**src/rtl/core/dbd_pkg.sv**
```systemverilog
// Shared widths, limits and calendar tables for the day-difference block.
// No dependencies; used by days_between_dates_top and dbd_checker.
`default_nettype none

package dbd_pkg;

    // Field widths of the request and the response.
    localparam int unsigned DAY_W   = 5;
    localparam int unsigned MONTH_W = 4;
    localparam int unsigned YEAR_W  = 14;
    localparam int unsigned COUNT_W = 22;

    // Day numbers from 1 January of year 1 fit in 23 bits for any 14-bit year.
    localparam int unsigned DNUM_W = 23;

    // Last year that is accepted as valid.
    localparam int unsigned MAX_YEAR = 9999;

    // Largest count that the response field can carry.
    localparam logic [COUNT_W-1:0] COUNT_MAX = {COUNT_W{1'b1}};

    // Reciprocal of 100 scaled by 2^19; exact for all 14-bit dividends.
    localparam int unsigned DIV100_SHIFT = 19;
    localparam logic [12:0] DIV100_MUL   = 13'd5243;

    // Month codes that matter to the calendar rules.
    localparam logic [MONTH_W-1:0] MONTH_JAN = 4'd1;
    localparam logic [MONTH_W-1:0] MONTH_FEB = 4'd2;
    localparam logic [MONTH_W-1:0] MONTH_APR = 4'd4;
    localparam logic [MONTH_W-1:0] MONTH_JUN = 4'd6;
    localparam logic [MONTH_W-1:0] MONTH_SEP = 4'd9;
    localparam logic [MONTH_W-1:0] MONTH_NOV = 4'd11;
    localparam logic [MONTH_W-1:0] MONTH_DEC = 4'd12;

    // Days before the first of a month in a common year.
    function automatic logic [8:0] days_before_month(input logic [MONTH_W-1:0] month);
        logic [8:0] days;
        unique case (month)
            4'd2:    days = 9'd31;
            4'd3:    days = 9'd59;
            4'd4:    days = 9'd90;
            4'd5:    days = 9'd120;
            4'd6:    days = 9'd151;
            4'd7:    days = 9'd181;
            4'd8:    days = 9'd212;
            4'd9:    days = 9'd243;
            4'd10:   days = 9'd273;
            4'd11:   days = 9'd304;
            4'd12:   days = 9'd334;
            default: days = 9'd0;
        endcase
        return days;
    endfunction

    // Length of a month, with the leap day added to February.
    function automatic logic [DAY_W-1:0] month_length(input logic [MONTH_W-1:0] month,
                                                      input logic leap);
        logic [DAY_W-1:0] len;
        unique case (month)
            MONTH_APR, MONTH_JUN, MONTH_SEP, MONTH_NOV: len = 5'd30;
            MONTH_FEB: len = leap ? 5'd29 : 5'd28;
            default:   len = 5'd31;
        endcase
        return len;
    endfunction

endpackage

`default_nettype wire

```
**src/rtl/core/days_between_dates_top.sv**
```systemverilog
// Whole days between two Gregorian dates, as a four-stage pipeline.
// Depends on dbd_pkg for widths, limits and calendar tables.
//
// Usage:
//   A request carries two dates (day, month, year). It is taken at a rising
//   edge of clk where req_valid is high and req_stall is low. Each request
//   gives exactly one response on the res_ channel: day_count, the absolute
//   number of days between the dates, and bad_date, set when either date
//   has a month, day or year outside its range (day_count is then 0).
//   Counts above the width of day_count saturate.
//   A request passes through the stages in order before res_valid rises.
//   One request is taken in every cycle while req_stall is low, as each
//   of the four register stages hands on its contents while it loads new
//   ones. The stages hold the range checks and the year split by 100, the
//   leap test and day-number terms, the day-number sum, then the
//   difference with saturation.
//   When the receiver holds res_stall, the response stays on the port and
//   the stages behind it keep filling until every stage holds a request;
//   only then does req_stall rise. Nothing is lost or repeated.
//   Reset (rst_n low, asynchronous) empties the pipeline; res_valid is low
//   and requests are taken in the first cycle after reset is released.
`default_nettype none

module days_between_dates_top
    import dbd_pkg::*;
(
    input  wire logic               clk,
    input  wire logic               rst_n,
    input  wire logic               req_valid,
    output logic                    req_stall,
    input  wire logic [DAY_W-1:0]   first_day,
    input  wire logic [MONTH_W-1:0] first_month,
    input  wire logic [YEAR_W-1:0]  first_year,
    input  wire logic [DAY_W-1:0]   second_day,
    input  wire logic [MONTH_W-1:0] second_month,
    input  wire logic [YEAR_W-1:0]  second_year,
    output logic                    res_valid,
    input  wire logic               res_stall,
    output logic [COUNT_W-1:0]      day_count,
    output logic                    bad_date
);

    // Pipeline valid bits and per-stage readiness.
    logic s1_valid_reg, s2_valid_reg, s3_valid_reg, res_valid_reg;
    logic s1_ready, s2_ready, s3_ready, s4_ready;

    // Request fields as two date lanes.
    logic [DAY_W-1:0]   day_in   [2];
    logic [MONTH_W-1:0] month_in [2];
    logic [YEAR_W-1:0]  year_in  [2];

    // Stage 1: elapsed years and their hundreds.
    logic [DAY_W-1:0]   s1_day_next   [2];
    logic [MONTH_W-1:0] s1_month_next [2];
    logic [YEAR_W-1:0]  s1_p_next     [2];
    logic [7:0]         s1_q_next     [2];
    logic               s1_ok_next    [2];
    logic [DAY_W-1:0]   s1_day_reg    [2];
    logic [MONTH_W-1:0] s1_month_reg  [2];
    logic [YEAR_W-1:0]  s1_p_reg      [2];
    logic [7:0]         s1_q_reg      [2];
    logic               s1_ok_reg     [2];

    // Stage 2: year-based day count and day-of-year offset.
    logic [DNUM_W-1:0]  s2_base_next  [2];
    logic [8:0]         s2_small_next [2];
    logic               s2_ok_next    [2];
    logic [DNUM_W-1:0]  s2_base_reg   [2];
    logic [8:0]         s2_small_reg  [2];
    logic               s2_ok_reg     [2];

    // Stage 3: full day numbers.
    logic [DNUM_W-1:0]  s3_num_next [2];
    logic               s3_bad_next;
    logic [DNUM_W-1:0]  s3_num_reg  [2];
    logic               s3_bad_reg;

    // Stage 4: response.
    logic [COUNT_W-1:0] day_count_next;
    logic [COUNT_W-1:0] day_count_reg;
    logic               bad_date_reg;

    // A stage may load when it is empty or its contents move on.
    assign s4_ready  = !res_valid_reg || !res_stall;
    assign s3_ready  = !s3_valid_reg || s4_ready;
    assign s2_ready  = !s2_valid_reg || s3_ready;
    assign s1_ready  = !s1_valid_reg || s2_ready;
    assign req_stall = !s1_ready;

    assign day_in[0]   = first_day;
    assign day_in[1]   = second_day;
    assign month_in[0] = first_month;
    assign month_in[1] = second_month;
    assign year_in[0]  = first_year;
    assign year_in[1]  = second_year;

    // Stage 1 logic: range checks and division of the elapsed years by 100.
    always_comb
    begin
        logic [26:0] prod;
        for (int i = 0; i < 2; i++)
        begin
            s1_day_next[i]   = day_in[i];
            s1_month_next[i] = month_in[i];
            s1_p_next[i]     = year_in[i] - YEAR_W'(1);
            prod             = 27'(s1_p_next[i]) * 27'(DIV100_MUL);
            s1_q_next[i]     = prod[DIV100_SHIFT +: 8];
            s1_ok_next[i]    = (month_in[i] >= MONTH_JAN) && (month_in[i] <= MONTH_DEC)
                               && (year_in[i] != '0) && (32'(year_in[i]) <= MAX_YEAR)
                               && (day_in[i] != '0);
        end
    end

    // Stage 2 logic: leap test, day check and the terms of the day number.
    always_comb
    begin
        logic [YEAR_W-1:0] rem;
        logic              leap;
        for (int i = 0; i < 2; i++)
        begin
            // The year is p + 1: divisible by 100 when p leaves 99.
            rem  = s1_p_reg[i] - (YEAR_W'(s1_q_reg[i]) * YEAR_W'(100));
            leap = (s1_p_reg[i][1:0] == 2'b11)
                   && ((rem != YEAR_W'(99)) || (s1_q_reg[i][1:0] == 2'b11));
            s2_ok_next[i]   = s1_ok_reg[i]
                              && (s1_day_reg[i] <= month_length(s1_month_reg[i], leap));
            s2_base_next[i] = DNUM_W'(s1_p_reg[i]) * DNUM_W'(365)
                              + DNUM_W'(s1_p_reg[i][YEAR_W-1:2])
                              + DNUM_W'(s1_q_reg[i][7:2])
                              - DNUM_W'(s1_q_reg[i]);
            s2_small_next[i] = days_before_month(s1_month_reg[i])
                               + 9'(leap && (s1_month_reg[i] > MONTH_FEB))
                               + 9'(s1_day_reg[i]) - 9'd1;
        end
    end

    // Stage 3 logic: add the two parts of each day number.
    always_comb
    begin
        for (int i = 0; i < 2; i++)
        begin
            s3_num_next[i] = s2_base_reg[i] + DNUM_W'(s2_small_reg[i]);
        end
        s3_bad_next = !(s2_ok_reg[0] && s2_ok_reg[1]);
    end

    // Stage 4 logic: absolute difference with saturation.
    always_comb
    begin
        logic [DNUM_W-1:0] diff;
        if (s3_num_reg[0] >= s3_num_reg[1])
        begin
            diff = s3_num_reg[0] - s3_num_reg[1];
        end
        else
        begin
            diff = s3_num_reg[1] - s3_num_reg[0];
        end
        if (s3_bad_reg)
        begin
            day_count_next = '0;
        end
        else if (diff > DNUM_W'(COUNT_MAX))
        begin
            day_count_next = COUNT_MAX;
        end
        else
        begin
            day_count_next = diff[COUNT_W-1:0];
        end
    end

    // Valid bits.
    always_ff @(posedge clk or negedge rst_n)
    begin
        if (!rst_n)
        begin
            s1_valid_reg  <= 1'b0;
            s2_valid_reg  <= 1'b0;
            s3_valid_reg  <= 1'b0;
            res_valid_reg <= 1'b0;
        end
        else
        begin
            if (s1_ready)
            begin
                s1_valid_reg <= req_valid;
            end
            if (s2_ready)
            begin
                s2_valid_reg <= s1_valid_reg;
            end
            if (s3_ready)
            begin
                s3_valid_reg <= s2_valid_reg;
            end
            if (s4_ready)
            begin
                res_valid_reg <= s3_valid_reg;
            end
        end
    end

    // Payload registers, loaded whenever their stage may take new contents.
    always_ff @(posedge clk)
    begin
        for (int i = 0; i < 2; i++)
        begin
            if (s1_ready)
            begin
                s1_day_reg[i]   <= s1_day_next[i];
                s1_month_reg[i] <= s1_month_next[i];
                s1_p_reg[i]     <= s1_p_next[i];
                s1_q_reg[i]     <= s1_q_next[i];
                s1_ok_reg[i]    <= s1_ok_next[i];
            end
            if (s2_ready)
            begin
                s2_base_reg[i]  <= s2_base_next[i];
                s2_small_reg[i] <= s2_small_next[i];
                s2_ok_reg[i]    <= s2_ok_next[i];
            end
            if (s3_ready)
            begin
                s3_num_reg[i] <= s3_num_next[i];
            end
        end
        if (s3_ready)
        begin
            s3_bad_reg <= s3_bad_next;
        end
        if (s4_ready)
        begin
            day_count_reg <= day_count_next;
            bad_date_reg  <= s3_bad_reg;
        end
    end

    assign res_valid = res_valid_reg;
    assign day_count = day_count_reg;
    assign bad_date  = bad_date_reg;

endmodule

`default_nettype wire

```
**config.mk**
```make
export PLATFORM = sky130hd
export DESIGN_NAME = days_between_dates_top
export DESIGN_NICKNAME = d
export VERILOG_FILES = /design/src/rtl/core/dbd_pkg.sv /design/src/rtl/core/days_between_dates_top.sv
export SDC_FILE = /design/constraint.sdc
export NUM_CORES = 1
export LEC_CHECK = 0
export ABC_AREA = 0
export BUFFER_PORTS_ARGS = -buffer_cell sky130_fd_sc_hd__buf_2
export CAP_MARGIN = 5
export CORE_UTILIZATION = 40
export CTS_BUF_LIST = sky130_fd_sc_hd__clkbuf_8
export CTS_CLUSTER_SIZE = 14
export DETAILED_ROUTE_END_ITERATION = 8
export MAX_ROUTING_LAYER = met4
export SETUP_SLACK_MARGIN = 0.02
export SYNTH_ARGS = -nofsm -noshare
export SYNTH_HDL_FRONTEND = slang
export SYNTH_SLANG_ARGS = --single-unit
```
**constraint.sdc**
```tcl
create_clock -name clk -period 8.6 [get_ports clk]
set_input_delay 0.43 -clock clk [delete_from_list [all_inputs] [get_ports clk]]
set_output_delay 0.43 -clock clk [all_outputs]
set_load 0.1 [all_outputs]
```
======== Yosys cells after proc, flatten, opt, wreduce, memory -nomap -nowiden ========
Memory sizes are Yosys's and may differ from the RTL's.
Index checks and enable logic that the tools add are counted.
word-level totals
  ROM bits ................................ 288
  memories kept ........................... 11
  input port bits ......................... 50
  flip-flop bits (word level) ............. 28
  output and inout bits ................... 25
  bits in writable memories ............... 176
cells by class
  mux-type cells .......................... 12
  add/sub/neg operators ................... 20
  $mul .................................... 6
  order comparisons ....................... 12
  eq/ne operators ......................... 16
  reduce and logical (&&, ||, !) cells .... 34
memories
  name             words  width  rd ports  clocked after memory_dff  write ports  line                          text
  (no name shown)  16     9      1         0                         0            dbd_pkg.sv:38                 unique case (month)
  (no name shown)  16     9      1         0                         0            dbd_pkg.sv:38
  s2_base_reg      2      23     2         0                         2            days_between_dates_top.sv:68  logic [DNUM_W-1:0] s2_base_reg [2];
  s3_num_reg       2      23     2         0                         2            days_between_dates_top.sv:75  logic [DNUM_W-1:0] s3_num_reg [2];
  s1_p_reg         2      14     2         0                         2            days_between_dates_top.sv:60  logic [YEAR_W-1:0] s1_p_reg [2];
  s2_small_reg     2      9      2         0                         2            days_between_dates_top.sv:69  logic [8:0] s2_small_reg [2];
  5 more memories  --     --     --        --                        --           --
operators with widths
  cell                                                                               count
  14-bit by 13-bit multiplier with 27-bit output, second input constant              2
  23-bit by 12-bit adder with 23-bit output                                          2
  23-bit by 6-bit adder with 23-bit output                                           2
  23-bit by 9-bit adder with 23-bit output                                           2
  14-bit by 9-bit multiplier with 23-bit output, second input constant               2
  23-bit subtractor                                                                  2
  23-bit by 8-bit subtractor with 23-bit output                                      2
  14-bit less-or-equal comparator, second input constant                             2
  14-bit by 7-bit inequality test with 1-bit output, second input constant           2
  14-bit nonzero test                                                                2
  14-bit by 1-bit subtractor with 14-bit output, second input constant               2
  14-bit subtractor                                                                  2
  8-bit by 5-bit multiplier with 12-bit output, second input constant                2
  23-bit >= comparator                                                               1
  23-bit by 22-bit greater-than comparator with 1-bit output, second input constant  1
  23-bit two-way mux                                                                 1
  22-bit two-way mux                                                                 1
  9-bit by 1-bit adder with 9-bit output                                             2
  9-bit by 5-bit adder with 9-bit output                                             2
  9-bit by 1-bit subtractor with 9-bit output, second input constant                 2
  4-bit by 3-bit == test with 1-bit output, second input constant                    4
  4-bit == test, second input constant                                               4
  1-bit logical AND                                                                  15
  5-bit less-or-equal comparator                                                     2
  11 further kinds                                                                   39

======== Logic depth before layout (Yosys ltp) ========
An unclocked memory read counts as a cell.
  depth after elaboration ................. 10
  mapped depth ............................ 30
  gate-level depth less buffers ........... 30

======== Worst setup path before layout ========
OpenSTA, ideal clock, no wires.
  path type ............................... in2reg
  start ................................... input port first_year[7]
  end ..................................... memory s1_q_reg[0][7] (data pin)
  data required time ...................... 8337 ps
  data arrival time ....................... 6427 ps
  buffers on the path ..................... 0
  slack ................................... 1911 ps
  stages on the path ...................... 22
  path through ............................ or4_1 > nor4_1 > nand2b_1 > nand2b_1 > xnor2_1 > fa_1 > ha_1 > fa_1 > fa_1 > inv_1 > fa_1 > inv_1 > ha_1 > and2_1 > a221o_1 > a211o_1 > a21oi_1 > nor2b_1 > o31a_1 > o21a_1 > o41ai_2 > xnor2_1
RTL lines
  element             line                          text
  start: declaration  days_between_dates_top.sv:33  input wire logic [YEAR_W-1:0] first_year,
  end: declaration    days_between_dates_top.sv:61  logic [7:0] s1_q_reg [2];

==> metrics.csv <==
metric;value;unit
status;complete, no violations;
vias in the first global route;19400;
crit start category;flip-flop;
antenna violations before repair;2;
die width;266;µm
Reg clk slew, reported paths;0.06;ns
flop2flop setup slack;1.73;ns
Layout Area Growth over Synthesis;7.96;%
Final nets;3713;
Die Y;266;µm
Synth Area in Compound Gates;0.0933;
H-tree depth;2;
post-synthesis sequential area ratio;0.219;
gate count of the mapped netlist;2720;
final worst-path cycle share;0.799;
via/cell ratio;4.84;
share of layout cells above drive strength 1;0.0575;
slowest CP cell;a211oi_1;
Worst EP arrival;7.17;ns
Core Footprint;68700;µm²
clk root buf;clkbuf_8;
Post-synth EDFFs;200;
xor and xnor fraction of the mapped netlist area;0.0587;
mux cell area share after synthesis;0.00930;
wire per inst;15.2;µm
post-route ant nets;0;
Max Fclk;0.145;GHz
CTS tree;yes;
GRT Total Usage;0.174;
# clock sinks;204;
R2R depth;27;
die area;70700;µm²
post-synthesis adder-cell area fraction;0.457;
I/O pins;75;
unrepaired setup endpoints after global routing;false;
Post-DP HPWL;49.3;mm
Yosys reg bits;204;
Worst Tran Pin Value;1.09;ns
post-CTS setup buffer count;0;
Via Count;18300;
Yosys cell types;81;
Crit Path Max Fanout;5;
clk_lat worst skew;0.58;ns
Worst Path Required;8.90;ns
Max clock buf depth;3;
Starting Density;0.405;
yosys warns;0;
initial DRC count;933;
hold depth;1;
Hold Crit Class;in2reg;
maxcap violations;0;
# setup viols final;0;
# port buffers;74;
Hold Vio Cnt, Final;0;
top_reg_cell synth;edfxtp_1;
most frequent cells in the layout;inv_1 (702), ha_1 (547), fa_1 (294);
largest net degree at the start of global routing;68;
crit path kind;reg2reg;
Slew Limit Headroom;0.270;
gr ovfl total;0;
Synth async-reset ratio;0.0196;
drc violations;0;
RePlAce Congestion;0.908;
Final Critical Period;6.87;ns
first-pass GRT wire length;96.9;mm
simple-gate area share of the yosys netlist;0.0638;
Rows;96;
clock skew;0.0310;ns
setup TNS;0;ns
largest family of logic cells by synthesized area;adder cells;
Final Max Slew Viols;0;
syn_nets;3611;
CTS Buf Count;39;
commonest non-fill, non-tap cell in the layout;inv_1;
syn_area_per_cell;10.2;µm²
fillers;6602;
CP endpoint kind;flip-flop;
Synth Cell Area;27800;µm²
CP max stage delay;0.61;ns
final wirelength;57.4;mm
DR pass1 iterations;5;
-- worst paths after layout --
| path | from | end |
|---|---|---|
| max | s1_q_reg[0][3] | s2_small_reg[0][8] |
| min | second_day[4] | s1_day_reg[0][9] |
| max reg2reg | s1_q_reg[0][3] | s2_small_reg[0][8] |
| min reg2reg | s3_valid_reg | res_valid |
| min in group asynchronous | rst_n | s1_valid_reg |
| max in group asynchronous | rst_n | s3_valid_reg |
-- through the flow --
step / area, µm² / worst slack (ns) / utilization / cells / hold slack [ns]
5_1_grt: 30100 / 1.38 / 0.438 / 3782 / 0.0228
6_report: 30100 / 1.73 / 0.438 / 3782 / 0.0578
3_3_place_gp: 29300 / 1.38 / 0.427 / 3707 / 0.235
3_5_place_dp: 29300 / 1.24 / 0.427 / 3707 / 0.242
2_1_floorplan: 27800 / 1.91 / - / 2720 / 0.134
4_1_cts: 30100 / 1.72 / 0.438 / 3781 / 0.00427
-- synthesized netlist by cell type, types with 4 or more instances --
library cell	instances	share of area
a211oi_1	11	0.0030
a21boi_0	12	0.0032
a21o_1	41	0.011
a21oi_1	144	0.026
a31oi_1	14	0.0031
and2_1	9	0.0020
and3_1	18	0.0040
and4_1	5	0.0016
buf_2	13	0.0023
clkbuf_1	7	0.00094
dfrtp_1	4	0.0036
edfxtp_1	200	0.22
fa_1	294	0.21
ha_1	547	0.25
inv_1	691	0.093
mux2i_1	18	0.0065
nand2_1	71	0.0096
nand2b_1	22	0.0049
nand3_1	28	0.0050
nand4_1	12	0.0027
nor2_1	87	0.012
nor2b_1	21	0.0047
nor3_1	33	0.0059
nor4_1	12	0.0027
nor4b_1	4	0.0013
o2111ai_1	6	0.0019
o211ai_1	9	0.0024
o21a_1	21	0.0057
o21ai_0	57	0.010
o21ai_1	7	0.0013
o21bai_1	22	0.0059
o31ai_1	6	0.0016
o41ai_1	4	0.0013
or2_2	5	0.0011
or3_1	7	0.0016
or4_1	5	0.0013
xnor2_1	127	0.040
xor2_1	55	0.017
-- metal layers --
metal  share of wire  track usage  vias up
li1                -            -     9129
met1            0.50        0.243     8841
met2            0.44        0.271      267
met3           0.038       0.0218       60
met4           0.017       0.0385        0
met5               0            -        -
-- area by class of cell --
| class | count | area [µm²] | share of cell area |
|---|---|---|---|
| multi-input combinational | 1799 | 19000 | 0.632 |
| clock inverter | 26 | 110 | 0.00366 |
| timing repair buffer | 87 | 480 | 0.0160 |
| inverter | 691 | 2590 | 0.0863 |
| tap | 931 | 1160 | 0.0387 |
| antenna | 1 | 2.50 | 0.0000832 |
| sequential | 204 | 6110 | 0.203 |
| clock buffer | 43 | 592 | 0.0197 |
-- what timing repair did --
action | in CTS | in global routing
endpoints found under the hold margin | 8 | 0
setup endpoints to repair | 0 | 0
hold buffers | 5 | 0
resized for setup | 0 | 0
-- cells by family (layout without fill, tap and decap cells) --
family / after synthesis / after routing
adder cells (fa/ha/maj): 841 / 841
flip-flops: 204 / 204
multiplexers: 23 / 23
buffers and inverters: 717 / 847
AO/OA/AOI/OAI: 400 / 400
AND/OR/NAND/NOR: 351 / 351
XOR/XNOR: 184 / 184
other: 0 / 1
-- worst max-delay path, delay by kind of cell (launching register included) --
kind | cells | cell delay, ns
compound gates | 13 | 2.61
xor+xnor | 2 | 0.19
fa+ha+maj | 7 | 2.49
flops | 1 | 0.52
simple gates | 5 | 0.81
Power is not shown: default switching activity piles up to over one toggle a cycle in this logic, so the estimate is an artifact.
